<file path="src/hdl/isdb_pkg.sv">
// Shared constants and types for the int8 squared-distance batch unit.
// Depends on nothing; isdb_lane, isdb_merge and the top level import it.
package isdb_pkg;

    // Fixed field widths of the stream and configuration beats.
    localparam int ELEM_W  = 8;
    localparam int WORD_W  = 64;
    localparam int LEN_W   = 13;
    localparam int DIST_W  = 28;
    localparam int IDX_W   = 32;
    localparam int SQ_W    = 16;
    localparam int OUT_W   = 64;

    // Defaults for the top-level parameters.
    localparam int MAX_DIM_DEF = 4096;
    localparam int LANES_DEF   = 8;

    // Vector length after reset.
    localparam int LEN_RESET = 128;

    // Largest distance the result field can carry.
    localparam logic [DIST_W-1:0] DIST_MAX = {DIST_W{1'b1}};

    // Input selector carried in tuser.
    localparam logic FUNC_QUERY = 1'b0;
    localparam logic FUNC_DB    = 1'b1;

    // Control that travels alongside one database word down the pipeline.
    typedef struct packed {
        logic             valid;
        logic             last;
        logic             first;
        logic [IDX_W-1:0] index;
    } isdb_ctrl_t;

endpackage

</file>
<file path="src/hdl/isdb_merge.sv">
// Merging stage: adds the lane squares in a registered tree, then folds the
// word sum into a saturating per-vector accumulator. Depends on isdb_pkg.
module isdb_merge #(
    parameter int LANES = isdb_pkg::LANES_DEF
) (
    input  logic                                    aclk,
    input  logic                                    aresetn,
    input  logic                                    en,
    input  logic [LANES-1:0][isdb_pkg::SQ_W-1:0]    sq,
    input  isdb_pkg::isdb_ctrl_t                    ctrl_in,
    output logic                                    push,
    output logic [isdb_pkg::DIST_W-1:0]             push_dist,
    output logic [isdb_pkg::IDX_W-1:0]              push_index
);
    import isdb_pkg::*;

    localparam int SUM_W = SQ_W + ((LANES > 1) ? $clog2(LANES) : 0);

    logic [SUM_W-1:0]  sum_reg;
    logic [SUM_W-1:0]  sum_next;
    isdb_ctrl_t        ctrl_reg;
    logic [DIST_W-1:0] acc_reg;
    logic [DIST_W-1:0] acc_base;
    logic [DIST_W:0]   acc_total;
    logic [DIST_W-1:0] acc_next;

    // Sum of all lane squares for one word.
    always_comb begin
        sum_next = '0;
        for (int l = 0; l < LANES; l++) begin
            sum_next = sum_next + SUM_W'(sq[l]);
        end
    end

    // The first word of a vector starts from zero; the total saturates,
    // which is the same as clamping once at the end since it only grows.
    always_comb begin
        acc_base  = ctrl_reg.first ? '0 : acc_reg;
        acc_total = (DIST_W + 1)'(acc_base) + (DIST_W + 1)'(sum_reg);
        acc_next  = acc_total[DIST_W] ? DIST_MAX : acc_total[DIST_W-1:0];
    end

    always_ff @(posedge aclk) begin
        if (!aresetn) begin
            ctrl_reg <= '0;
            acc_reg  <= '0;
        end else if (en) begin
            ctrl_reg <= ctrl_in;
            if (ctrl_reg.valid) begin
                acc_reg <= acc_next;
            end
        end
    end

    always_ff @(posedge aclk) begin
        if (en) begin
            sum_reg <= sum_next;
        end
    end

    // A result leaves on the last word of a vector.
    assign push       = en && ctrl_reg.valid && ctrl_reg.last;
    assign push_dist  = acc_next;
    assign push_index = ctrl_reg.index;

endmodule

</file>
<file path="config.mk">
export PLATFORM = sky130hd
export DESIGN_NAME = isdb_merge
export DESIGN_NICKNAME = d
export VERILOG_FILES = /design/src/hdl/isdb_pkg.sv /design/src/hdl/isdb_merge.sv
export SDC_FILE = /design/constraint.sdc
export NUM_CORES = 1
export LEC_CHECK = 0
export BUFFER_PORTS_ARGS = -buffer_cell sky130_fd_sc_hd__clkbuf_2
export CORE_MARGIN = 1
export CORE_UTILIZATION = 40
export DETAILED_ROUTE_END_ITERATION = 10
export PLACE_DENSITY_LB_ADDON = 0.05
export SETUP_SLACK_MARGIN = 0.2
export SYNTH_ARGS = -nofsm -noshare
export SYNTH_HDL_FRONTEND = slang
export SYNTH_SLANG_ARGS = --single-unit
</file>
<file path="constraint.sdc">
create_clock -name aclk -period 13.95 [get_ports aclk]
set_input_delay 2.79 -clock aclk [delete_from_list [all_inputs] [get_ports aclk]]
set_output_delay 2.79 -clock aclk [all_outputs]
set_load 0.01 [all_outputs]
</file>
---- Word level (Yosys, flattened, before mapping) ----
Index checks and enable logic that the tools add are counted.
storage, ports and cells
  flip-flop bits (word level) ............. 82
  input bits .............................. 166
  output and inout port bits .............. 61
cells by class
  mux-type cells .......................... 2
  reductions and logical operators ........ 3
  add/sub/neg operators ................... 8
operators by type and width
  operator           count
  $add 19x16->19     4
  $mux 28            2
  $add 28x19->29     1
  $add 18x16->19     1
  $add 17x16->18     1
  $add 16x16->17     1
  $logic_and 1x1->1  2
  $reduce_and 2->1   1

---- Logic depth before layout (Yosys ltp) ----
  word-level depth ........................ 7
  mapped depth ............................ 17

---- Least setup slack after synthesis ----
Ideal clock, no wire load.
  path kind ............................... input-to-reg
  start point ............................. in sq[2] (netlist name)
  end point ............................... reg sum_reg[12], data pin
  library setup time ...................... 137 ps
  path buffers ............................ 0
  cell stages on the path ................. 17
  arrival ................................. 6847 ps
  path slack .............................. 6966 ps
  required time ........................... 13813 ps
  path through ............................ inv_1 fa_1 inv_1 fa_1 fa_1 inv_1 fa_1 inv_1 ha_1 fa_1 a21o_1 a21oi_1 nor2_1 o21ai_0 a21oi_1 or4_1 nand4_1
on the way
  longest elaborated chain between the ends .. 7
ends and longest elaborated chain
  item                          RTL line          RTL
  start: declaration            isdb_merge.sv:9   input logic [LANES-1:0][isdb_pkg::SQ_W-1:0] sq,
  $add 16x16->17                isdb_merge.sv:31  sum_next = sum_next + SUM_W'(sq[l]);
  $add 17x16->18                isdb_merge.sv:31
  $add 18x16->19                isdb_merge.sv:31
  $add 19x16->19 (4 in series)  isdb_merge.sv:31
  net sum_next[12]              isdb_merge.sv:20  logic [SUM_W-1:0] sum_next;
  end signal: assignment        isdb_merge.sv:57  sum_reg <= sum_next;
  end: declaration              isdb_merge.sv:19  logic [SUM_W-1:0] sum_reg;
The timed path passes the listed nets, and every way through them passes these cells.
A chain may end at the register's enable or synchronous reset.

---- Worst setup path in the final report ----
  start point ............................. in sq[2] (netlist name)
  end point ............................... reg sum_reg[18], data pin
The elaborated chain is that of the path after synthesis.

==> impl_results.md <==
* Start of the worst register-to-register path: ctrl_reg[32]
* EDFF count, synth at 19
* Sort of element at the start of the critical path: primary input
* Standby leakage power at ~5.2 nW
* GRT Overall Usage at between 10% and 20%
* Path type of the worst min-delay path: flop to flop
* Y dimension of the die at 144.3 um
* Commonest register cell after synthesis: sky130_fd_sc_hd__dfxtp_1
* Final estimated routing congestion in global placement at 0.8131
* Total of max-cap violations at 0
* Top cells by area, synth: sky130_fd_sc_hd__fa_1 (24%), sky130_fd_sc_hd__dfxtp_1 (16%), sky130_fd_sc_hd__inv_1 (11%)
* Worst-skew pair later-pin latency at 0.34 ns
* Minimum clock period at 6.966 ns
* Post-route clock skew at roughly 0.0092 ns
* Number of I/O pins at 227
* Layout area overhead at 17.41%
* Initial standard-cell utilization of the core at between 40 and 50%
* Top library cells by usage in the layout, fill and taps aside: sky130_fd_sc_hd__inv_1 (237), sky130_fd_sc_hd__clkbuf_2 (225), sky130_fd_sc_hd__fa_1 (96)
* Data arrival at the endpoint of the critical path at between 7 and 8 ns
* Clock transition at path regs at about 0.060 ns
* Post-Synthesis Cell Area at between 8000 and 9000 um2
* Internal portion of total power at 0.9335 mW
* Count of cell types in the netlist at 63
* TNS Setup at 0 ns
* Power per Cell Area at 175.2 nW/um2
* Total count of hold-check failures in the final report at 0
* CP Capture Point: sum_reg[18]
* Fillcell total at ~2000
* Synthesized instance count at roughly 900
* NumNets Final at around 1400
* Data required, critical path at about 14 ns
* Final count of negative-setup-slack endpoints at 0
* Via total after detailed routing at ~6300
* Worst IR drop on VDD at around 80 uV
* R2R Path End: acc_reg[27]
* Leading area contributor after synthesis: sky130_fd_sc_hd__fa_1
* HPWL reported at the end of detailed placement at around 13 mm
* Via count of the first global-routing pass at around 6000
* Share of final-layout standard cells stronger than drive strength 1 at 23.29%
* Type of element capturing the critical path: flop
* Number of flip-flops in the largest register at 32
* FF+latch count, synth at 82
* Antenna violations before repair at 0
* Residual overflow from global routing at 0
* Bufs on Longest Clock Path at 2
* TritonCTS clock tree: built
* Register-to-register path setup slack at 10.03 ns
* Worst Max-Slew Pin Slew at about 0.87 ns
* DR iter-0 viols at between 150 and 200
* Highest fanout seen on the critical path at 3
* RSZ-0062 raised after global routing: false
* Drt via density at between 4 and 5
* Max-slew violations at 0
* Status: finished clean
* Worst r2r path cells at 12
* H-Tree Level Count at 3
* Core box area at roughly 20000 um2
* Category of the most critical setup path: primary input to flop
* Buffers inserted during post-CTS setup optimization at 0
* Net count of the mapped netlist at around 1200
* Async set-or-reset flop fraction in the synthesized netlist at 0%
* Part of the Yosys area used for sequential elements at a little under a quarter
* YS warnings at 0
* Router iterations before antenna repair at 4
* Number of instances resized during post-cts repair at 0
* Die Area at between 20000 and 25000 um2
* Post-Place Setup Slack at around 6.6 ns
* Reg power frac at approximately a fifth
* Number of nets still failing antenna checks after routing at 0
* Yosys top cell area share at a little under a quarter
* Switching Fraction at between 40% and 50%
* Part of the total power dissipated in the clock network at roughly 13%
* Normalized max-slew margin at between 40 and 50%
* Largest net degree at the start of global routing at 58
* CTS root buf: sky130_fd_sc_hd__clkbuf_16
* Final cycle utilization of the critical path at about half
* Routed wirelength normalized by instance count at between 10 and 15 um
* Avg Synthesized Cell Area at ~8.8 um2
* Commonest non-fill, non-tap cell in the layout: sky130_fd_sc_hd__inv_1
* CTS buffer count at 9
* Die boundary width at between 100 and 150 um
* Relative contribution of combinational cells to total power at 65.3%
* CP startpoint: sq[2]
* Net switching power of the design at ~0.73 mW
* Fin worst setup slack at 6.984 ns
* Antenna fix cells at 0
* CTS Hold Bufs at 0
* Highest clock frequency the design can meet at 143.6 MHz
* Row count at 51
* CTS sink cnt at 82
* Final WL at 15.62 mm
* Global-route wire length before repair at between 20 and 30 mm
* Number of remaining DRC errors at 0
* Count of input and output buffers at roughly 230
cell families (layout without fill, tap and decap cells):
logic type / after synthesis / after routing / synth area share (%)
AND/OR/NAND/NOR: 180 / 180 / 10.49
AO/OA/AOI/OAI: 155 / 155 / 13.36
XOR/XNOR: 34 / 34 / 3.676
multiplexers: 38 / 38 / 4.711
adder cells (fa/ha/maj): 134 / 134 / 29.60
buffers and inverters: 298 / 485 / 15.55
flip-flops: 82 / 82 / 22.61
worst max-delay path, stage by stage:
cell and delay [ns]:
sky130_fd_sc_hd__clkbuf_2 0.07, sky130_fd_sc_hd__inv_1 0.05, sky130_fd_sc_hd__fa_1 0.52, sky130_fd_sc_hd__inv_1 0.05, sky130_fd_sc_hd__fa_1 0.50, sky130_fd_sc_hd__fa_1 0.54, sky130_fd_sc_hd__inv_1 0.05, sky130_fd_sc_hd__fa_1 0.52
sky130_fd_sc_hd__inv_1 0.04, sky130_fd_sc_hd__ha_1 0.22, sky130_fd_sc_hd__fa_1 0.41, sky130_fd_sc_hd__a21o_1 0.19, sky130_fd_sc_hd__a21oi_1 0.26, sky130_fd_sc_hd__o21ai_0 0.16, sky130_fd_sc_hd__a21oi_1 0.24, sky130_fd_sc_hd__o21ai_0 0.17
sky130_fd_sc_hd__nor4_1 0.19, sky130_fd_sc_hd__a21oi_1 0.06
power groups by stage:
stage                     Combinational, mW  Clock (mW)  Sequential (mW)
after global placement                 1.11           0            0.360
after detailed placement               1.11           0            0.359
after CTS                              1.11       0.231            0.354
final                                  1.09       0.224            0.353
after floorplan                       0.861           0            0.352
after global routing                   1.26       0.241            0.357
synthesized netlist by cell type (4+ instances only):
cell type                  instances
sky130_fd_sc_hd__dfxtp_1          63
sky130_fd_sc_hd__inv_1           237
sky130_fd_sc_hd__a31oi_1          13
sky130_fd_sc_hd__clkbuf_1         14
sky130_fd_sc_hd__o211a_1           4
sky130_fd_sc_hd__nor2_1           66
sky130_fd_sc_hd__edfxtp_1         19
sky130_fd_sc_hd__xor2_1           12
sky130_fd_sc_hd__buf_4            35
sky130_fd_sc_hd__buf_1             8
sky130_fd_sc_hd__a21oi_1          29
sky130_fd_sc_hd__o21a_1            5
sky130_fd_sc_hd__mux2i_1          37
sky130_fd_sc_hd__and3_1            4
sky130_fd_sc_hd__a21o_1           11
sky130_fd_sc_hd__nand2_1          44
sky130_fd_sc_hd__nand3_1           7
sky130_fd_sc_hd__xnor2_1          22
sky130_fd_sc_hd__nand4_1           5
sky130_fd_sc_hd__nor4_1            4
sky130_fd_sc_hd__ha_1             38
sky130_fd_sc_hd__a311oi_1         11
sky130_fd_sc_hd__fa_1             96
sky130_fd_sc_hd__o211ai_1          6
sky130_fd_sc_hd__o21ai_0          39
sky130_fd_sc_hd__or3_1             6
sky130_fd_sc_hd__nor2b_1          25
sky130_fd_sc_hd__nor3_1            5
final cells by class:
type / count / area (um2) / area share (%)
clock buffer: 10 / 229.0 / 2.408
clock inverter: 6 / 47.55 / 0.4999
inverter: 238 / 893.4 / 9.394
multi-input combinational: 541 / 5009 / 52.66
sequential: 82 / 1832 / 19.26
tap: 265 / 331.6 / 3.486
timing repair buffer: 231 / 1169 / 12.29
per-layer routing:
layer	routed length (um)	vias up	GRT usage, %
met4	167	0	3.767
met1	7364	2850	19.37
met2	7366	168	28.21
met3	718	9	2.185
li1	-	3248	-
met5	0	-	0
metrics by stage:
stage	power [mW]	std cells	hold slack [ns]	utilization [%]	instance area, um2
2_1_floorplan	1.213	921	0.4521	-	8100
3_3_place_gp	1.465	1357	0.4643	46.98	9234
3_5_place_dp	1.466	1357	0.4785	46.98	9234
4_1_cts	1.698	1373	0.4951	48.39	9510
5_1_grt	1.864	1373	0.5159	48.39	9510
6_report	1.666	1373	0.4918	48.39	9510
worst min path at each step:
stage	from	to	slack [ns]	depth (start not counted)
3_5_place_dp	push_index[6]	push_index[6]	0.48	2
2_1_floorplan	ctrl_reg[33]	ctrl_reg[33]	0.45	2
5_1_grt	acc_reg[12]	acc_reg[12]	0.52	2
6_report	push_index[25]	push_index[25]	0.49	2
4_1_cts	ctrl_reg[33]	ctrl_reg[33]	0.50	2
3_3_place_gp	ctrl_reg[33]	ctrl_reg[33]	0.46	2
(Power assumes the default switching activity.)
