<file path="config.mk">
export PLATFORM = sky130hd
export DESIGN_NAME = isdb_lane
export DESIGN_NICKNAME = d
export VERILOG_FILES = /design/src/hdl/isdb_pkg.sv /design/src/hdl/isdb_lane.sv
export SDC_FILE = /design/constraint.sdc
export NUM_CORES = 1
export LEC_CHECK = 0
export BUFFER_PORTS_ARGS = -buffer_cell sky130_fd_sc_hd__buf_4
export CAP_MARGIN = 5
export CORE_MARGIN = 3
export CORE_UTILIZATION = 55
export CTS_BUF_LIST = sky130_fd_sc_hd__clkbuf_2
export CTS_CLUSTER_SIZE = 14
export DETAILED_ROUTE_END_ITERATION = 7
export GPL_ROUTABILITY_DRIVEN = 0
export PLACE_DENSITY_LB_ADDON = 0.3
export SYNTH_ARGS = -nofsm -noshare
export SYNTH_HDL_FRONTEND = slang
export SYNTH_SLANG_ARGS = --single-unit
export TNS_END_PERCENT = 100
</file>
<file path="constraint.sdc">
create_clock -name aclk -period 7.8 [get_ports aclk]
set_input_delay 1.56 -clock aclk [delete_from_list [all_inputs] [get_ports aclk]]
set_output_delay 1.56 -clock aclk [all_outputs]
set_load 0.05 [all_outputs]
</file>
<file path="src/hdl/isdb_pkg.sv">
// Shared constants and types for the int8 squared-distance batch unit.
// Depends on nothing; isdb_lane, isdb_merge and the top level import it.
package isdb_pkg;

    // Fixed field widths of the stream and configuration beats.
    localparam int ELEM_W  = 8;
    localparam int WORD_W  = 64;
    localparam int LEN_W   = 13;
    localparam int DIST_W  = 28;
    localparam int IDX_W   = 32;
    localparam int SQ_W    = 16;
    localparam int OUT_W   = 64;

    // Defaults for the top-level parameters.
    localparam int MAX_DIM_DEF = 4096;
    localparam int LANES_DEF   = 8;

    // Vector length after reset.
    localparam int LEN_RESET = 128;

    // Largest distance the result field can carry.
    localparam logic [DIST_W-1:0] DIST_MAX = {DIST_W{1'b1}};

    // Input selector carried in tuser.
    localparam logic FUNC_QUERY = 1'b0;
    localparam logic FUNC_DB    = 1'b1;

    // Control that travels alongside one database word down the pipeline.
    typedef struct packed {
        logic             valid;
        logic             last;
        logic             first;
        logic [IDX_W-1:0] index;
    } isdb_ctrl_t;

endpackage

</file>
<file path="src/hdl/isdb_lane.sv">
// One distance lane: signed int8 difference, squared, registered.
// Depends on isdb_pkg.
module isdb_lane (
    input  logic                       aclk,
    input  logic                       en,
    input  logic                       keep,
    input  logic [isdb_pkg::ELEM_W-1:0] query_elem,
    input  logic [isdb_pkg::ELEM_W-1:0] db_elem,
    output logic [isdb_pkg::SQ_W-1:0]   sq
);
    import isdb_pkg::*;

    logic signed [ELEM_W:0]     diff;
    logic signed [2*ELEM_W+1:0] prod;
    logic [SQ_W-1:0]            sq_reg;
    logic [SQ_W-1:0]            sq_next;

    // Difference of two sign-extended bytes and its square; lanes past the
    // vector length contribute zero.
    always_comb begin
        diff    = $signed({query_elem[ELEM_W-1], query_elem})
                - $signed({db_elem[ELEM_W-1], db_elem});
        prod    = diff * diff;
        sq_next = keep ? prod[SQ_W-1:0] : '0;
    end

    always_ff @(posedge aclk) begin
        if (en) begin
            sq_reg <= sq_next;
        end
    end

    assign sq = sq_reg;

endmodule

</file>
# ---- After elaboration in Yosys (flattened, before gate mapping)
# Index checks and enable logic that the tools add are counted.
dict set report classes {
  add_sub_neg 1
  mul 1
}
# cell n
set ops {}
lappend ops {{multiplier 9 x 9 -> 16 bit} 1}
lappend ops {{subtractor 8 x 8 -> 9 bit} 1}
dict set report totals {
  register_bits 16
  output_inout_bits 16
}

# ---- Depth between registers and ports, before layout
# Gate-level depths: netlist (run 1).
dict set report logic_depth {
  ltp_word 2
  mapped_depth 25
  ltp_nobuf 25
}

# ---- Worst setup path before layout (run 1)
# Ideal clock, no wire load.
dict set report synth_path {
  kind {input-to-reg}
  startpoint {input port query_elem[0] (netlist name)}
  endpoint {register sq_reg[12], in the netlist sq[12], data pin}
  setup_time_ns 0.269
  arrival_ns 6.914
  t_required_ns 7.531
  setup_slack_ns 0.616
  cell_stages 25
  path_cell_list {inv_1 -> ha_1 -> fa_1 -> nand2b_1 -> a21oi_2 -> o31ai_4 -> xor2_2 -> inv_2 -> nand2_1 -> inv_1 -> fa_1 -> inv_1 -> fa_1 -> inv_1 -> fa_1 -> fa_1 -> inv_1 -> fa_1 -> inv_1 -> ha_1 -> inv_1 -> o21bai_1 -> and2_1 -> o41ai_1 -> mux2i_1}
}
dict set report synth_via {
  elab_chain_len 2
}
# element line
set synth_lines {}
lappend synth_lines {{start: declaration} isdb_lane.sv:7} ;# input logic [isdb_pkg::ELEM_W-1:0] query_elem,
lappend synth_lines {{subtractor 8 x 8 -> 9 bit} isdb_lane.sv:22} ;# - $signed({db_elem[ELEM_W-1], db_elem});
lappend synth_lines {{multiplier 9 x 9 -> 16 bit} isdb_lane.sv:23} ;# prod = diff * diff;
lappend synth_lines {{end signal: assignment} isdb_lane.sv:29} ;# sq_reg <= sq_next;
lappend synth_lines {{end: declaration} isdb_lane.sv:15} ;# logic [SQ_W-1:0] sq_reg;
# Every way passes these cells.
# A chain may end at the register's enable or synchronous reset.

# ---- Worst setup path after layout (run 1)
dict set report layout_path {
  startpoint {input port query_elem[0] (netlist name)}
  endpoint {register sq_reg[15], in the netlist sq[15], data pin}
}
# The elaborated chain is that of the path after synthesis.

==> results.md, run 1 <==
* Min-delay worst type: primary input to flop
* DRT Pass-1 Iters at 4
* Gate Count Post-Synth at 340
* Crit-path max cell delay at about 0.54 ns
* Vias in the first global route at approximately 2400
* Final setup vio count at 0
* Count leader, synth: inv_1
* Final std cells w/o fill at ~450
* Vias per inst at 5.231
* Least-Margin Pin Slew at approximately 0.53 ns
* Critical Path RT at about 7.8 ns
* Gr ovfl total at 0
* Arrival time worst endpoint at 7.38 ns
* Antenna violations before repair at 0
* Status: finished clean
* Die X at 83.40 µm
* Placed cell count at roughly 450
* Top cell type's share of synthesized area at 0.3281
* Worst path top cell family by delay: adder cells
* Initial core utilization at 0.5839
* Synthesized flop and latch total at 15
* Hold Vio Cnt, Final at 0
* Post-DP HPWL at approximately 5200 µm
* Nets@finish at 492
* Total CTS buffers at 3
* EDFF count, synth at 15
* Max layer used: met4
* DRT iter0 DRCs at 80
* FP Rows at 27
* Met2 wire len at approximately 3100 µm
* Clk pin slew, worst setup/hold paths at around 0.15 ns
* Post-synth ARST share at 0
* Synth Area per Inst at 9.689 µm²
* Post-synth top cells: inv_1, fa_1, ha_1
* Library cells used by synthesis at 43
* WL/cell at 13.16 µm
* CP endpoint kind: flop
* Clock sink total at 15
* DIE HEIGHT at approximately 83 µm
* Clock Tree Root: clkbuf_2
* Yosys top cell by area: fa_1
* Yosys Warn Count at 0
* CTS max path bufs at 2
* Port Buffers at 33
* Crit start category: primary input
* CP bufs+invs at 8
* Layout area overhead at 11.81%
* Relative slew slack at 0.6485
* Resize count post-CTS at 0
* Post-CTS setup buffer count at 0
* Vias at ~2400
* Total GRT Usage at 0.1886
* Syn_nets at about 450
* First-pass GRT wire length at 11000 µm
* Pins over their slew limit at 0
* Crit path max-delay cell type: fa_1
* Largest register FFs at 15
* Main synth FF type: edfxtp_1
* H-tree Lvls at 1
* DRC Markers at 0
* Fmax at about 140 MHz
* Critical Setup Path Class: primary input to flop
* Seq/Total Area, Yosys at 0.1367
* FF+latch area at 450.4 µm²
* Top Ports at 35
* Fin Setup TNS at 0 ns
* Antenna diodes at 0
* Synth Cell Area at 3294 µm²
* Hold_ws at 1.631 ns
* Final period util at 0.9410
* Largest net degree at the start of global routing at 19
* Core Footprint at 5642 µm²
* Fillers at approximately 460
* Routed length on met3 at 196 µm
* Met1 wire length at roughly 2600 µm
* Die area at between 6000 and 7000 µm²
* Post-Route WL at ~6000 µm
* CTS tree: built
* Synth top area cells: fa_1, ha_1, edfxtp_1
* Cts hold-fix bufs at 0
* RSZ-0062 raised after global routing: false
* MaxCap Viol Count at 0
* Multi-input gate area at around 2500 µm²
* Critical path peak fanout at 8
* Remaining antenna violation count at 0
* Tmin final at roughly 7.3 ns
* Layout cells sized above 1 at 0.1530
metal layers:
layer,global-route usage,vias to the layer above
met4,0.02526,0
li1,-,1153
met3,0.03175,6
met5,0,-
met1,0.2484,1160
met2,0.3338,40
final timing paths:
kind | startpoint | to | depth (start not counted) | slack, ns
worst max-delay path | query_elem[0] | sq[15] | 25 | 0.46
worst min-delay path | en | sq[9] | 1 | 1.63
cell usage in the layout, fill, tap and decap left out, types with 2 or more instances in the layout:
cell      instances
buf_4            42
clkbuf_2          3
or2_2             2
xor2_2            2
a21oi_2           2
a21o_1            3
nor2b_1           5
edfxtp_1         15
o31ai_1           2
nand2_1          12
o21bai_1          4
xnor2_1          15
a21boi_0          2
nor3_1           11
o21a_1            3
ha_1             39
nor2_1           29
a21oi_1           9
nand2b_1         11
o21ai_0           4
or3_1             6
xor2_1            4
mux2i_1           3
inv_1            68
and2_1           11
fa_1             54
inv_2             2
kinds of logic after synthesis:
group	count (synthesis)	share of synthesized area
XOR/XNOR	21	0.06039
multiplexers	4	0.01329
adder cells (fa/ha/maj)	93	0.4763
AND/OR/NAND/NOR	91	0.1382
other	1	0.001138
AO/OA/AOI/OAI	37	0.08204
flip-flops	15	0.1367
buffers and inverters	78	0.09191
metrics by stage:
| stage | cell area, µm² | worst slack, ns | util |
|---|---|---|---|
| floorplan | 3294 | 0.6163 | - |
| global placement | 3664 | 0.3212 | 0.6494 |
| detailed placement | 3664 | 0.1345 | 0.6494 |
| CTS | 3684 | 0.4684 | 0.6529 |
| global route | 3684 | 0.1943 | 0.6529 |
| finish | 3684 | 0.4605 | 0.6529 |
final cells by class:
cell class,instances,share of cell area
clock inverters,1,0.001359
well taps,72,0.02446
repair buffers,42,0.08560
clock buffers,3,0.004076
multi-input cells,247,0.6899
flip-flops and latches,15,0.1223
inverters,71,0.07235
Power of run 1 is left out: the tool's default activity adds up to more than one toggle a clock period on the data nets, which glitch-free logic cannot reach.
==> run 2: changes to the inputs <==
- ABC_AREA: unset -> 1
==> run 2 against run 1 <==
- cell area grew 0.51%
- synthesized cell count grew 23%
- critical endpoint is now sq[13]
- via count rose by 13%
- largest cell class unchanged
- highest routed layer unchanged
- sequential cell count unchanged
==> results.md, run 2 <==
* Largest family of logic cells by synthesized area: adder cells
* Die area at between 7000 and 8000 µm²
* Library cells used by synthesis at 30
* Fin Setup TNS at 0 ns
* Yosys Warn Count at 0
* Post-Route WL at 6494 µm
* Vias at 2677
* Post-synth top cells: inv_1, nand2_1, fa_1
* Clk pin slew, worst setup/hold paths at 0.15 ns
* Hold_ws at between 1.5 and 2 ns
* Syn_nets at 529
* Initial core utilization at 0.5893
* Synth Area per Inst at 8.068 µm²
* Vias in the first global route at roughly 3000
* Adder-Cell Fraction of Synth Area at 0.4663
* Most frequent standard cell in the layout excluding fill and tap cells: inv_1
* Synthesized flop and latch total at 15
* Total GRT Usage at 0.2039
* Cts hold-fix bufs at 0
* Synth top area cells: fa_1, ha_1, edfxtp_1
* Pins over their slew limit at 0
* First-pass GRT wire length at between 10000 and 15000 µm
* Clock Tree Root: clkbuf_2
* Main synth FF type: edfxtp_1
* WL/cell at around 12 µm
* Resize count post-CTS at 0
* Hold Vio Cnt, Final at 0
* Largest net degree at the start of global routing at 16
* Status: finished clean
* Fmax at roughly 140 MHz
* Vias per inst at 5.128
* EDFF count, synth at 15
* Top cell type's share of synthesized area at 0.3213
* CTS tree: built
* Gr ovfl total at 0
* Critical Path RT at approximately 7.9 ns
* DRT iter0 DRCs at between 150 and 200
* Final period util at 0.9098
* Top Ports at 35
* Core Footprint at approximately 5700 µm²
* Mux cell area share after synthesis at 0
* Clock sink total at 15
* Largest register FFs at 15
* Total CTS buffers at 3
* Final setup vio count at 0
* Port Buffers at 33
* MaxCap Viol Count at 0
* DRC Markers at 0
* Simple-Gate Fraction of Synth Area at 0.1956
* Layout cells sized above 1 at 0.1200
* Post-synth ARST share at 0
* DRT Pass-1 Iters at 5
* Tmin final at roughly 7.1 ns
* Min-delay worst type: primary input to flop
* DIE HEIGHT at 84.21 µm
* Nets@finish at ~560
* Gate Count Post-Synth at approximately 420
* Count leader, synth: inv_1
* RSZ-0062 raised after global routing: false
* Yosys top cell by area: fa_1
* Post-Synth XOR/XNOR Area at 0.01041
* Die X at 84.21 µm
* Synth Area in Compound Gates at 0.05950
* Critical Setup Path Class: primary input to flop
* Arrival time worst endpoint at around 7.2 ns
* Crit start category: primary input
* Post-CTS setup buffer count at 0
* Critical path peak fanout at 6
* CP endpoint kind: flop
* Post-DP HPWL at roughly 5700 µm
* Seq/Total Area, Yosys at 0.1339
* Antenna diodes at 0
* Layout area overhead at 10.04%
* Remaining antenna violation count at 0
* Antenna violations before repair at 0
* FP Rows at 27
* CTS max path bufs at 2
* H-tree Lvls at 1
* Most frequent cells in the layout: inv_1, nand2_1, fa_1
* Synth Cell Area at about 3400 µm²
run 2: changes by cell type in the layout (fill, tap and decap cells not counted), moves of 9 or more:
cell      delta
nor3_1       -9
xnor2_1     -14
and2_1      -11
a21oi_1      +9
nand2b_1    -11
inv_1       +42
nand2_2     +10
nor2_1      +20
nand2_1     +52
nand3_1     +18
run 2: final timing paths:
check / cells after the start / startpoint / to
min: 1 / en / sq[4]
max: 28 / query_elem[0] / sq[13]
run 2: kinds of logic after synthesis:
family          Yosys count
compound gates           36
simple gates            151
other cells               1
buf+inv                 117
fa+ha+maj                93
xor+xnor                  4
flops                    15
run 2: area by class of cell:
type	instances	area, µm²
clock buffers	3	15.01
fillers	501	2007
flip-flops and latches	15	450.4
repair buffers	34	255.2
multi-input cells	285	2466
inverters	112	420.4
well taps	72	90.09
clock inverters	1	5.005
run 2: per-layer routing:
layer / share of wire / up-vias / track usage
met3: 0.042 / 16 / 0.02453
met5: 0 / - / 0
li1: - / 1325 / -
met4: 0.024 / 0 / 0.05702
met2: 0.54 / 63 / 0.3788
met1: 0.40 / 1273 / 0.2476
run 2: through the flow:
stage	cells	instance area [µm²]	utilization	setup WS (ns)
finish	522	3702	0.6485	0.7032
global placement	518	3682	0.6450	0.6010
CTS	522	3702	0.6485	0.7229
detailed placement	518	3682	0.6450	0.4416
global route	522	3702	0.6485	0.2660
floorplan	417	3364	-	0.9091
run 2: worst max-delay path, cell delays in order:
cell and delay (ns):
buf_4 0.07, inv_1 0.03, ha_1 0.21, fa_1 0.36
inv_1 0.08, nand2_2 0.06, nand2_2 0.10, nand3_1 0.12
nand3_1 0.11, nand2_1 0.15, nor2_1 0.28, inv_1 0.11
fa_1 0.51, fa_1 0.52, inv_1 0.05, fa_1 0.46
fa_1 0.54, inv_1 0.05, fa_1 0.51, inv_1 0.04
ha_1 0.35, a21oi_1 0.19, o21ai_0 0.14, a21oi_1 0.23
nor2_1 0.07, nor2_1 0.12, o21ai_0 0.08, a21oi_1 0.11
Power of run 2 is left out for the same reason.
==> run 3: changes to the inputs <==
- BUFFER_PORTS_ARGS: -buffer_cell sky130_fd_sc_hd__buf_4 -> -buffer_cell sky130_fd_sc_hd__buf_2
- GPL_TIMING_DRIVEN: unset -> 0
==> run 3 against run 2 <==
- worst hold slack worse by 0.0030 ns
- critical path depth is 2 higher
- cell count is 0.77% higher
- via count stayed put
- sequential cell count stayed put
- cell area is 1.7% lower
- clock-buffer cell count is 1 higher
- first-iteration DRC count is 41% lower
- maximum frequency is 1.9% lower
- sequential share of layout area is 0.21 points higher
- die area stayed put
- routed wire length is 1.6% lower
- highest routed layer unchanged
==> results.md, run 3 (synthesis results as in run 2) <==
* Status: finished clean
* RSZ-0062 raised after global routing: false
* Total GRT Usage at 0.1976
* Final period util at 0.9276
* Most frequent cells in the layout: inv_1, nand2_1, fa_1
* CP endpoint kind: flop
* Crit path max-delay cell type: fa_1
* CTS max path bufs at 2
* Clock sink total at 15
* Die X at ~84 µm
* CTS tree: built
* Arrival time worst endpoint at 7.29 ns
* DRT Pass-1 Iters at 4
* FF+latch area at about 450 µm²
* Tmin final at ~7.2 ns
* WL/cell at between 10 and 15 µm
* Least-Margin Pin Slew at roughly 0.51 ns
* Fin Setup TNS at 0 ns
* Antenna diodes at 0
* Post-Route WL at ~6400 µm
* Layout area overhead at 8.181%
* Initial core utilization at 0.5893
* Vias per inst at about 5.1
* Top Ports at 35
* Multi-input gate area at 2466 µm²
* Fillers at between 400 and 500
* Crit-path max cell delay at 0.55 ns
* DRT iter0 DRCs at 97
* Min-delay src: keep
* Cts hold-fix bufs at 0
* Met1 wire length at between 2000 and 3000 µm
* First-pass GRT wire length at about 12000 µm
* Final setup vio count at 0
* Antenna violations before repair at 0
* Met2 wire len at 3471 µm
* Clock Tree Root: clkbuf_2
* Relative slew slack at 0.6570
* Critical Path RT at 7.86 ns
* MaxCap Viol Count at 0
* Hold Path Depth at 3
* FP Rows at 27
* Max layer used: met4
* Most frequent standard cell in the layout excluding fill and tap cells: inv_1
* Port Buffers at 33
* Hold Vio Cnt, Final at 0
* Largest register FFs at 15
* Remaining antenna violation count at 0
* Core Footprint at about 5700 µm²
* Critical Setup Path Class: primary input to flop
* Pins over their slew limit at 0
* H-tree Lvls at 1
* DIE HEIGHT at 84.21 µm
* Routed length on met3 at between 150 and 200 µm
* Post-DP HPWL at 5624 µm
* Hold EP: sq[0]
* Layout cells sized above 1 at 0.1233
* Post-CTS setup buffer count at 0
* Total CTS buffers at 3
* Vias at roughly 2700
* Nets@finish at between 500 and 600
* DRC Markers at 0
* Largest net degree at the start of global routing at 16
* Min-delay worst type: primary input to flop
* Crit start category: primary input
* Gr ovfl total at 0
* Critical path peak fanout at 10
* Resize count post-CTS at 0
* Vias in the first global route at 2847
* Die area at between 7000 and 8000 µm²
* Clk pin slew, worst setup/hold paths at between 0.1 and 0.15 ns
* Fmax at 138.2 MHz
-- run 3: how the worst max path moves through the flow --
stage | endpoint | depth (start not counted) | slack, ns | from
after floorplan | sq[13] | 29 | 0.91 | query_elem[0]
after global placement | sq[13] | 30 | 0.42 | query_elem[0]
after detailed placement | sq[13] | 30 | 0.28 | query_elem[0]
after CTS | sq[13] | 30 | 0.59 | query_elem[0]
after global routing | sq[13] | 30 | 0.19 | query_elem[0]
final | sq[13] | 30 | 0.56 | query_elem[0]
-- run 3: worst max-delay path: cells and delay by family --
family                     cells  cell delay [ns]
adders and majority gates      8             3.54
and+or+nand+nor                9             0.82
AOI/OAI and AO/OA              5             0.75
buffers and inverters          8             0.60
-- run 3: final cells by class --
| type | count | share of cell area |
|---|---|---|
| Buffer | 5 | 0.007563 |
| Clock buffer | 4 | 0.005500 |
| Timing Repair Buffer | 33 | 0.04538 |
| Tap cell | 72 | 0.02475 |
| Inverter | 112 | 0.1155 |
| Sequential cell | 15 | 0.1238 |
| Multi-Input combinational cell | 285 | 0.6776 |
-- run 3: metal layers --
layer	vias up	GRT usage
li1	1331	-
met1	1293	0.2435
met2	44	0.3788
met3	9	0.02061
met4	0	0.02778
met5	-	0
-- run 3: through the flow --
step,cell area [µm²],util,instances,hold WS [ns],worst slack (ns)
6_report,3640,0.6375,526,1.617,0.5647
5_1_grt,3640,0.6375,526,1.636,0.1937
4_1_cts,3640,0.6375,526,1.615,0.5911
3_5_place_dp,3620,0.6340,522,1.927,0.2803
3_3_place_gp,3620,0.6340,522,1.929,0.4208
2_1_floorplan,3364,-,417,1.673,0.9091
Power of run 3 is left out for the same reason.
